`config.mk`:
```
export PLATFORM = sky130hd
export DESIGN_NAME = ksm_cmd_fifo
export DESIGN_NICKNAME = d
export VERILOG_FILES = /design/src/design/ksm_pkg.sv /design/src/design/ksm_cmd_fifo.sv
export SDC_FILE = /design/constraint.sdc
export NUM_CORES = 1
export LEC_CHECK = 0
export BUFFER_PORTS_ARGS = -buffer_cell sky130_fd_sc_hd__clkbuf_2
export CORE_MARGIN = 2
export CORE_UTILIZATION = 50
export DETAILED_ROUTE_END_ITERATION = 16
export GPL_ROUTABILITY_DRIVEN = 1
export MAX_ROUTING_LAYER = met4
export PLACE_DENSITY = 0.83
export SLEW_MARGIN = 20
export SYNTH_ARGS = -nofsm -noshare
export SYNTH_HDL_FRONTEND = slang
export SYNTH_SLANG_ARGS = --single-unit
```
`constraint.sdc`:
```
create_clock -name i_clk -period 2.5 [get_ports i_clk]
set_clock_uncertainty 0.1 [all_clocks]
set_input_delay 0.125 -clock i_clk [delete_from_list [all_inputs] [get_ports i_clk]]
set_output_delay 0.125 -clock i_clk [all_outputs]
set_load 0.05 [all_outputs]
```
`src/design/ksm_pkg.sv`:
```
// Package for the k-way sorted list merge: field widths, request codes,
// result status codes and the command record passed from front to back.
// No dependencies.
package ksm_pkg;

    // Fixed field widths of the request and result channels
    localparam int ACTION_W = 2;
    localparam int ID_W     = 3;
    localparam int VALUE_W  = 32;
    localparam int STATUS_W = 3;
    localparam int SRC_W    = 4;
    localparam int POS_W    = 9;
    localparam int CFG_W    = 4;

    // Lists in use after reset
    localparam logic [CFG_W-1:0] CFG_RESET = 4'd8;

    // Request action codes
    localparam logic [ACTION_W-1:0] ACT_APPEND = 2'd0;
    localparam logic [ACTION_W-1:0] ACT_PULL   = 2'd1;
    localparam logic [ACTION_W-1:0] ACT_CLEAR  = 2'd2;
    localparam logic [ACTION_W-1:0] ACT_NONE   = 2'd3;

    // Command queue depth
    localparam int QUEUE_DEPTH = 2;

    typedef enum logic [STATUS_W-1:0] {
        ST_APPENDED  = 3'd0,
        ST_MERGED    = 3'd1,
        ST_FULL      = 3'd2,
        ST_EXHAUSTED = 3'd3,
        ST_CLEARED   = 3'd4
    } t_status;

    typedef enum logic [1:0] {
        OP_APPEND,
        OP_PULL,
        OP_CLEAR
    } t_op;

    typedef struct packed {
        t_op                        op;
        logic                       id_bad;
        logic [ID_W-1:0]            list_id;
        logic signed [VALUE_W-1:0]  value;
    } t_cmd;

endpackage

```
`src/design/ksm_cmd_fifo.sv`:
```
// Short command queue between front and back end.
// Depends on ksm_pkg.
module ksm_cmd_fifo import ksm_pkg::*; (
    input  logic    i_clk,
    input  logic    i_rst_n,
    input  logic    i_push,
    input  t_cmd    i_cmd,
    output logic    o_full,
    input  logic    i_pop,
    output logic    o_empty,
    output t_cmd    o_cmd
);

    localparam int PTR_W = (QUEUE_DEPTH > 1) ? $clog2(QUEUE_DEPTH) : 1;
    localparam int CNT_W = $clog2(QUEUE_DEPTH + 1);

    t_cmd               r_slot [QUEUE_DEPTH];
    logic [PTR_W-1:0]   r_wr_ptr;
    logic [PTR_W-1:0]   r_rd_ptr;
    logic [CNT_W-1:0]   r_count;
    logic               w_push_ok;
    logic               w_pop_ok;

    assign o_full    = (r_count == CNT_W'(QUEUE_DEPTH));
    assign o_empty   = (r_count == '0);
    assign w_push_ok = i_push && !o_full;
    assign w_pop_ok  = i_pop && !o_empty;
    assign o_cmd     = r_slot[r_rd_ptr];

    // Advance pointers and occupancy
    always_ff @(posedge i_clk) begin
        if (!i_rst_n) begin
            r_wr_ptr <= '0;
            r_rd_ptr <= '0;
            r_count  <= '0;
        end else begin
            if (w_push_ok) begin
                r_wr_ptr <= (r_wr_ptr == PTR_W'(QUEUE_DEPTH - 1)) ? '0 : r_wr_ptr + PTR_W'(1);
            end
            if (w_pop_ok) begin
                r_rd_ptr <= (r_rd_ptr == PTR_W'(QUEUE_DEPTH - 1)) ? '0 : r_rd_ptr + PTR_W'(1);
            end
            case ({w_push_ok, w_pop_ok})
                2'b10:   r_count <= r_count + CNT_W'(1);
                2'b01:   r_count <= r_count - CNT_W'(1);
                default: r_count <= r_count;
            endcase
        end
    end

    // Store the pushed command
    always_ff @(posedge i_clk) begin
        if (w_push_ok) begin
            r_slot[r_wr_ptr] <= i_cmd;
        end
    end

endmodule

```
Word level (Yosys, flattened, before mapping)

Memory sizes are Yosys's and may differ from the RTL's. A register that Yosys moved wholly into a read port is not among the register bits.
Index checks and enable logic that the tools add are counted.

Memories: 1
Output and inout bits: 40
Bits in registers: 4
Word-level logic and storage cells: 24
RAM bits: 76
Input port bits: 42

Memories:

| memory | depth | width | read ports | clocked after Yosys merged registers in | write ports | RTL line           | source |
|---|---|---|---|---|---|---|---|
| r_slot | 2     | 38    | 1          | 1                                       | 1           | ksm_cmd_fifo.sv:17 | `t_cmd r_slot [QUEUE_DEPTH];` |

Reduce and logical (&&, ||, !) cells: 6
Mux-type cells: 7
Equal/unequal tests: 3
Add/subtract/negate cells: 4

Operators with widths:

| kind                | number |
|---|---|
| $mux 1              | 6 |
| $eq 2x2->1 const B  | 2 |
| $pmux 2 s2          | 1 |
| $add 1x1->1 const B | 2 |
| $add 2x1->2 const B | 1 |
| $eq 2x1->1 const B  | 1 |
| $logic_and 1x1->1   | 2 |
| $logic_not 1->1     | 2 |
| $logic_not 2->1     | 1 |
| $reduce_bool 2->1   | 1 |
| $sub 2x1->2 const B | 1 |

Logic depth before layout (Yosys ltp)

Gate-level depths: netlist of run 1.

Depth in word-level cells: 5
Depth in mapped cells: 6
Mapped depth without buffers: 6

Worst setup path after synthesis of run 1

OpenSTA, ideal clock, no wires.

Path type: register to register
Start: reg r_count[0]
End: mem r_slot[0][0] (netlist name), enable pin
Arrival time: 1.767 ns
Period minus slack after synthesis: 2.259 ns
Data required time: 2.007 ns
Setup slack: 0.241 ns
Cell stages (with the launch flop): 5
Setup time: 0.393 ns
Path through: dfxtp_1 > nand2b_2 > inv_2 > or3_1 > inv_1

Cells in the longest elaborated chain, start to end: 5

RTL lines:

| element                      | RTL line           | source |
|---|---|---|
| start, declared              | ksm_cmd_fifo.sv:20 | `logic [CNT_W-1:0] r_count;` |
| start signal, assigned       | ksm_cmd_fifo.sv:44 | `2'b10: r_count <= r_count + CNT_W'(1);` |
| start signal, assigned       | ksm_cmd_fifo.sv:45 | `2'b01: r_count <= r_count - CNT_W'(1);` |
| start signal, assigned       | ksm_cmd_fifo.sv:46 | `default: r_count <= r_count;` |
| $eq 2x2->1                   | ksm_cmd_fifo.sv:24 | `assign o_full = (r_count == CNT_W'(QUEUE_DEPTH));` |
| net o_full                   | ksm_cmd_fifo.sv:8  | `output logic o_full,` |
| $logic_not 1->1              | ksm_cmd_fifo.sv:26 | `assign w_push_ok = i_push && !o_full;` |
| $logic_and 1x1->1            | ksm_cmd_fifo.sv:26 |  |
| $mux 1                       | ksm_cmd_fifo.sv:53 | `if (w_push_ok) begin` |
| $mux 1 (implied by the code) | ksm_cmd_fifo.sv:54 | `r_slot[r_wr_ptr] <= i_cmd;` |
| end, declared                | ksm_cmd_fifo.sv:17 |  |

The timed path passes the listed nets, and every way through them passes these cells.

==> results of run 1 <==
==> synth_stat cells (all sizes together) <==
master and count:
a21boi 2, and2 1, and3 1, buf 4
dfxtp 5, edfxtp 76, ha 1, inv 3
mux2 38, nand2 1, nand2b 1, nor2 1
nor2b 2, o21a 1, o21ai 2, or3 2
xnor2 3
==> flip-flops by register name, indices dropped and copies added, names as in the netlist, named ones only <==
signal	count
r_count	2
r_rd_ptr	1
r_slot	76
r_wr_ptr	1
==> layer usage <==
layer	GRT usage	up-vias	wire, um
met2	0.304	55	2760
li1	-	823	-
met4	0.0559	0	38
met1	0.188	839	2110
met3	0.0522	6	312
met5	-	-	0
==> per-stage QoR <==
step | utilization | instance area, um^2 | total power [uW] | hold WS (ps)
2_1_floorplan | - | 2970 | 3160 | 124
6_report | 0.699 | 4070 | 4380 | 69.3
3_3_place_gp | 0.602 | 3500 | 3510 | 214
3_5_place_dp | 0.602 | 3500 | 3530 | 218
4_1_cts | 0.699 | 4070 | 4410 | 44.5
5_1_grt | 0.699 | 4070 | 4580 | 87.7
==> final cells by class <==
type                            instances  area share
Tap cell                               75      0.0231
Clock inverter                          7      0.0132
Inverter                                3     0.00277
Multi-Input combinational cell         56       0.136
Clock buffer                            9      0.0305
Sequential cell                        81       0.586
Timing Repair Buffer                  125       0.208
==> critical path: stages (launching register included) <==
cell and delay (ps):
dfxtp_2 550, buf_4 290, mux2_2 370, clkbuf_2 240
==> where the power goes <==
| group | switching (uW) | internal [uW] | total, uW |
|---|---|---|---|
| clock | 467 | 368 | 835 |
| sequential | 95.3 | 1710 | 1810 |
| combinational | 1210 | 532 | 1740 |
| total | 1770 | 2610 | 4380 |
==> worst max path at each step <==
stage / slack, ps / startpoint / cells after the start / endpoint
after global placement: 720 / r_count[0] / 5 / r_slot[0][13]
final: 480 / flop / 3 / o_cmd[2]
after floorplan: 240 / r_count[0] / 4 / r_slot[0][0]
after CTS: 440 / flop / 3 / o_cmd[35]
after detailed placement: 670 / r_count[0] / 5 / r_slot[0][9]
after global routing: 400 / flop / 3 / o_cmd[2]
==> kinds of logic (layout without fill, tap and decap cells) <==
group,after synthesis,count (layout),share of synthesized area
xor gates and xnor gates,3,3,0.00886
DFF,81,81,0.803
adders and majority gates,1,1,0.00422
buffers and inverters,7,144,0.0105
and+or+nand+nor,9,9,0.0181
muxes,38,38,0.144
AOI/OAI and AO/OA,5,5,0.0110
==> qor.txt, run 1 <==
initial antenna violation count: 0
Final Hold Vio Count: 0
reg-to-reg slack, setup: 670 ps
Ant. Diodes: 0
FMAX: 0.494 GHz
Slew @ Worst Pin: 366 ps
clk root buf: clkbuf_8
Site Rows: 28
Mapped Nets: 187
Layout Nets: 319
vias in the first global route: 1,752
post-synth top area share: 0.769
wirelength, routed: 5220 um
Post-DP HPWL: 3130 um
vias post-DR: 1,723
worst hold path type: in2reg
routability cong.: 0.711
Area growth, synth to finish: 37.1%
CTS Buf Count: 9
WL/cell: 14.7 um
TNS Setup: 0 ps
DRC: 0
cell taking the most area after synthesis: edfxtp_1
worst reg-to-reg path cell count: 5
Multi-input gate area: 554 um^2
Reg clk slew, reported paths: 80 ps
Mapped Area: 2970 um^2
power density over the cells: 1080 nW/um^2
largest net degree at the start of global routing: 39
Crit Reg-Reg Startpoint: r_count[0]
CTS Sinks: 81
fin crit share: 0.810
Hold Buf Count CTS: 39
Placeable Area: 5820 um^2
die area: 6570 um^2
fin crit period: 2020 ps
Yosys reg bits: 81
fin worst setup slack: 476 ps
Setup-failing EPs final: 0
antenna-violating nets left: 0
Pleak: 0.00157 uW
post-CTS setup buffer count: 0
CTS Buffer Depth: 2
worst flop-to-flop path endpoint: r_slot[0][4]
synth warn: 0
Global Route Usage Sum: 0.173
Initial DRT Pass Iterations: 4
max_cap viols: 0
Critical Path Source Type: flop
Die Span Y: 81.0 um
top post-synthesis cells by area: edfxtp_1, mux2_2, dfxtp_1, xnor2_1, buf_2
Yosys cell types: 18
Fillers: 401
Syn Area/Cell: 20.6 um^2
IO Count: 82
Cell Count, Final, Fillers Out: 356
synthesized instance count: 144
CTS tree: yes
Post-Place Cells: 301
post_cts resized: 0
peak supply drop: 0.710 mV
min-delay src: i_push
first-pass GRT wire length: 7960 um
vias per cell: 4.84
hold path cells: 4
H-tree depth: 3
Slew Limit Fails: 0
critical path fanouts, max: 15
initial drt markers: 72
worst path required time: 2280 ps
FF/Latch Area: 2380 um^2
status: complete, no violations
WP data arrival: 1800 ps
pre-CTS setup slack: 672 ps
Seq/Total Area, Yosys: 0.803
Max transition margin: 0.756
RSZ-0062 raised after global routing: no
Initial Util: 0.510
GR Overflow Total: 0
Die Wd: 81.0 um
CP endpoint kind: primary output
Worst Hold Path EP: r_wr_ptr
most frequent cells in the layout: clkbuf_2, edfxtp_1, dlygate4sd3_1, mux2_2, clkbuf_8
share of layout cells above drive strength 1: 0.512
Clock Latency Late Sink: 330 ps
commonest non-fill, non-tap cell in the layout: clkbuf_2
Setup CP Type: reg2out
Port Buffers: 81
No activity file was read; power rests on OpenSTA's default activity.
==> run 2: changes to the inputs <==
- CORE_UTILIZATION: 50 -> 46
- PLACE_DENSITY: 0.83 -> 0.8
- clock period: 2.5 -> 1.8 ns (I/O delays scaled with it)
==> run 2 against run 1 <==
Routed wire length is 3.3% higher. Combinational power grew 47%. Non-clock buffer count unchanged. Die area is 8.3% higher. Register-to-register slack worse by 510 ps. Via count is 0.41% higher. Sequential cell count unchanged. Sequential power up 36%. Clock-buffer cell count is 1 higher. Global-route usage down 1.5 points. Critical path depth did not move. Critical endpoint is now o_cmd[4].
==> qor.txt, run 2 (synthesis gave the netlist of run 1 again) <==
worst reg-to-reg path cell count: 5 (unchanged)
power density over the cells: 1550 nW/um^2 (was 1080 nW/um^2)
Post-DP HPWL: 3320 um (was 3130 um)
Final Hold Vio Count: 0 (unchanged)
Setup CP Type: reg2out (unchanged)
CTS tree: yes (unchanged)
Ant. Diodes: 0 (unchanged)
Setup-failing EPs final: 0 (unchanged)
reg-to-reg slack, setup: 160 ps (was 670 ps)
DRC: 0 (unchanged)
Biggest register: r_slot (unchanged)
Reg clk slew, reported paths: 70 ps (was 80 ps)
fin worst setup slack: 74.4 ps (was 476 ps)
Port Buffers: 81 (unchanged)
critical path fanouts, max: 24 (was 15)
H-tree depth: 3 (unchanged)
GR Overflow Total: 0 (unchanged)
largest net degree at the start of global routing: 39 (unchanged)
Layout Cell Area excl Fill: 4160 um^2 (was 4070 um^2)
wirelength, routed: 5390 um (was 5220 um)
pre-CTS setup slack: 166 ps (was 672 ps)
Max transition margin: 0.799 (was 0.756)
initial antenna violation count: 0 (unchanged)
vias in the first global route: 1,789 (was 1,752)
Layout Nets: 319 (unchanged)
antenna-violating nets left: 0 (unchanged)
most frequent cells in the layout: clkbuf_2, edfxtp_1, dlygate4sd3_1, mux2_2, clkbuf_8 (unchanged)
FMAX: 0.580 GHz
Die Wd: 84.3 um (was 81.0 um)
peak supply drop: 1.04 mV (was 0.710 mV)
clock power share: 0.220 (was 0.191)
Slew @ Worst Pin: 303 ps (was 366 ps)
Initial DRT Pass Iterations: 4 (unchanged)
hold path cells: 4 (unchanged)
Critical Path Source Type: flop (unchanged)
fin crit share: 0.959
worst path bufs/invs: 2 (unchanged)
Die Span Y: 84.3 um (was 81.0 um)
Crit-path slowest cell: mux2_2 (was dfxtp_2)
Worst Hold Path EP: r_wr_ptr (unchanged)
routability cong.: 0.714 (was 0.711)
worst-path cell chain: buf_6 -> mux2_2 -> clkbuf_2 (was buf_4 -> mux2_2 -> clkbuf_2)
Multi-input gate area: 564 um^2 (was 554 um^2)
commonest non-fill, non-tap cell in the layout: clkbuf_2 (unchanged)
DP Area: 3550 um^2 (was 3500 um^2)
share of layout cells above drive strength 1: 0.520 (was 0.512)
WP data arrival: 1540 ps (was 1800 ps)
logic gate share of total power: 0.396 (was 0.397)
min-delay src: i_push (unchanged)
Area growth, synth to finish: 40.2% (was 37.1%)
Pleak: 0.00159 uW (was 0.00157 uW)
Global Route Usage Sum: 0.158 (was 0.173)
Crit Reg-Reg Startpoint: r_count[0] (unchanged)
first-pass GRT wire length: 8270 um (was 7960 um)
max_cap viols: 0 (unchanged)
Fillers: 434 (was 401)
status: complete, no violations (unchanged)
Site Rows: 29 (was 28)
Int Pwr: 3960 uW (was 2610 uW)
Top Registers: r_slot (76), r_count (2) (unchanged)
worst flop-to-flop path endpoint: r_slot[0][19] (was r_slot[0][4])
CP endpoint kind: primary output (unchanged)
initial drt markers: 109 (was 72)
vias post-DR: 1,730 (was 1,723)
Clock Latency Late Sink: 330 ps (about the same)
worst path required time: 1610 ps (was 2280 ps)
WL/cell: 15.1 um (was 14.7 um)
Initial Util: 0.473 (was 0.510)
FF/Latch Area: 2380 um^2 (about the same)
Reg power frac: 0.384 (was 0.413)
clk root buf: clkbuf_8 (unchanged)
RSZ-0062 raised after global routing: no (unchanged)
delay-heaviest family, CP: buffers and inverters (was flip-flops)
Placeable Area: 6280 um^2 (was 5820 um^2)
number of flip-flops in the largest register: 76 (unchanged)
CTS Buffer Depth: 2 (unchanged)
CTS Sinks: 81 (unchanged)
CTS Buf Count: 9 (unchanged)
slowest stage delay, CP: 380 ps (was 550 ps)
fin crit period: 1730 ps
die area: 7110 um^2 (was 6570 um^2)
IO Count: 82 (unchanged)
switch share: 0.385 (was 0.404)
vias per cell: 4.83 (was 4.84)
Psw: 2480 uW (was 1770 uW)
worst hold path type: in2reg (unchanged)
Slew Limit Fails: 0 (unchanged)
[run 2: how the worst max path moves through the flow]
stage                           from             to  depth (start not counted)
after detailed placement  r_count[0]  r_slot[0][27]                          5
after global routing            flop       o_cmd[4]                          3
final                           flop       o_cmd[4]                          3
after floorplan           r_count[0]   r_slot[0][0]                          4
after CTS                       flop       o_cmd[4]                          3
after global placement    r_count[0]   r_slot[0][7]                          5
[run 2: what timing repair did]
item | in CTS | in global routing
endpoints found under the hold margin | 81 | 0
resized for setup | 1 | 0
hold buffers | 39 | 0
setup endpoints to repair | 20 | 0
setup buffers | 0 | 0
[run 2: area by class of cell]
type                            instances  share of cell area
Sequential cell                        81               0.573
Timing Repair Buffer                  125               0.210
Multi-Input combinational cell         56               0.136
Clock buffer                           10              0.0307
Tap cell                               77              0.0232
Clock inverter                          6              0.0220
Inverter                                3             0.00481
[run 2: through the flow]
stage	util	power, uW	instances	TNS, ps	hold WS (ps)
after floorplan	-	4430	144	-321	88.9
after CTS	0.663	6480	358	0	33.7
after global routing	0.663	6690	358	0	51.0
final	0.663	6440	358	0	52.5
after detailed placement	0.565	4990	303	0	184
after global placement	0.565	4950	303	0	181
[run 2: power by group through the flow]
stage | registers (uW) | logic [uW] | clock network, uW
after detailed placement | 2520 | 2480 | 0
after floorplan | 2490 | 1940 | 0
final | 2470 | 2550 | 1420
after global placement | 2500 | 2460 | 0
after CTS | 2470 | 2560 | 1450
after global routing | 2500 | 2670 | 1530
[run 2: worst min-delay path, stage by stage]
cell and delay (ps):
clkbuf_2 100, inv_1 60, or3_4 130, a21boi_1 50
[run 2: metal layers]
layer / up-vias / global-route usage / wire length, um
met5: - / - / 0
met3: 6 / 0.0423 / 297
met2: 61 / 0.272 / 2800
met1: 842 / 0.178 / 2250
met4: 0 / 0.0572 / 46
li1: 821 / - / -
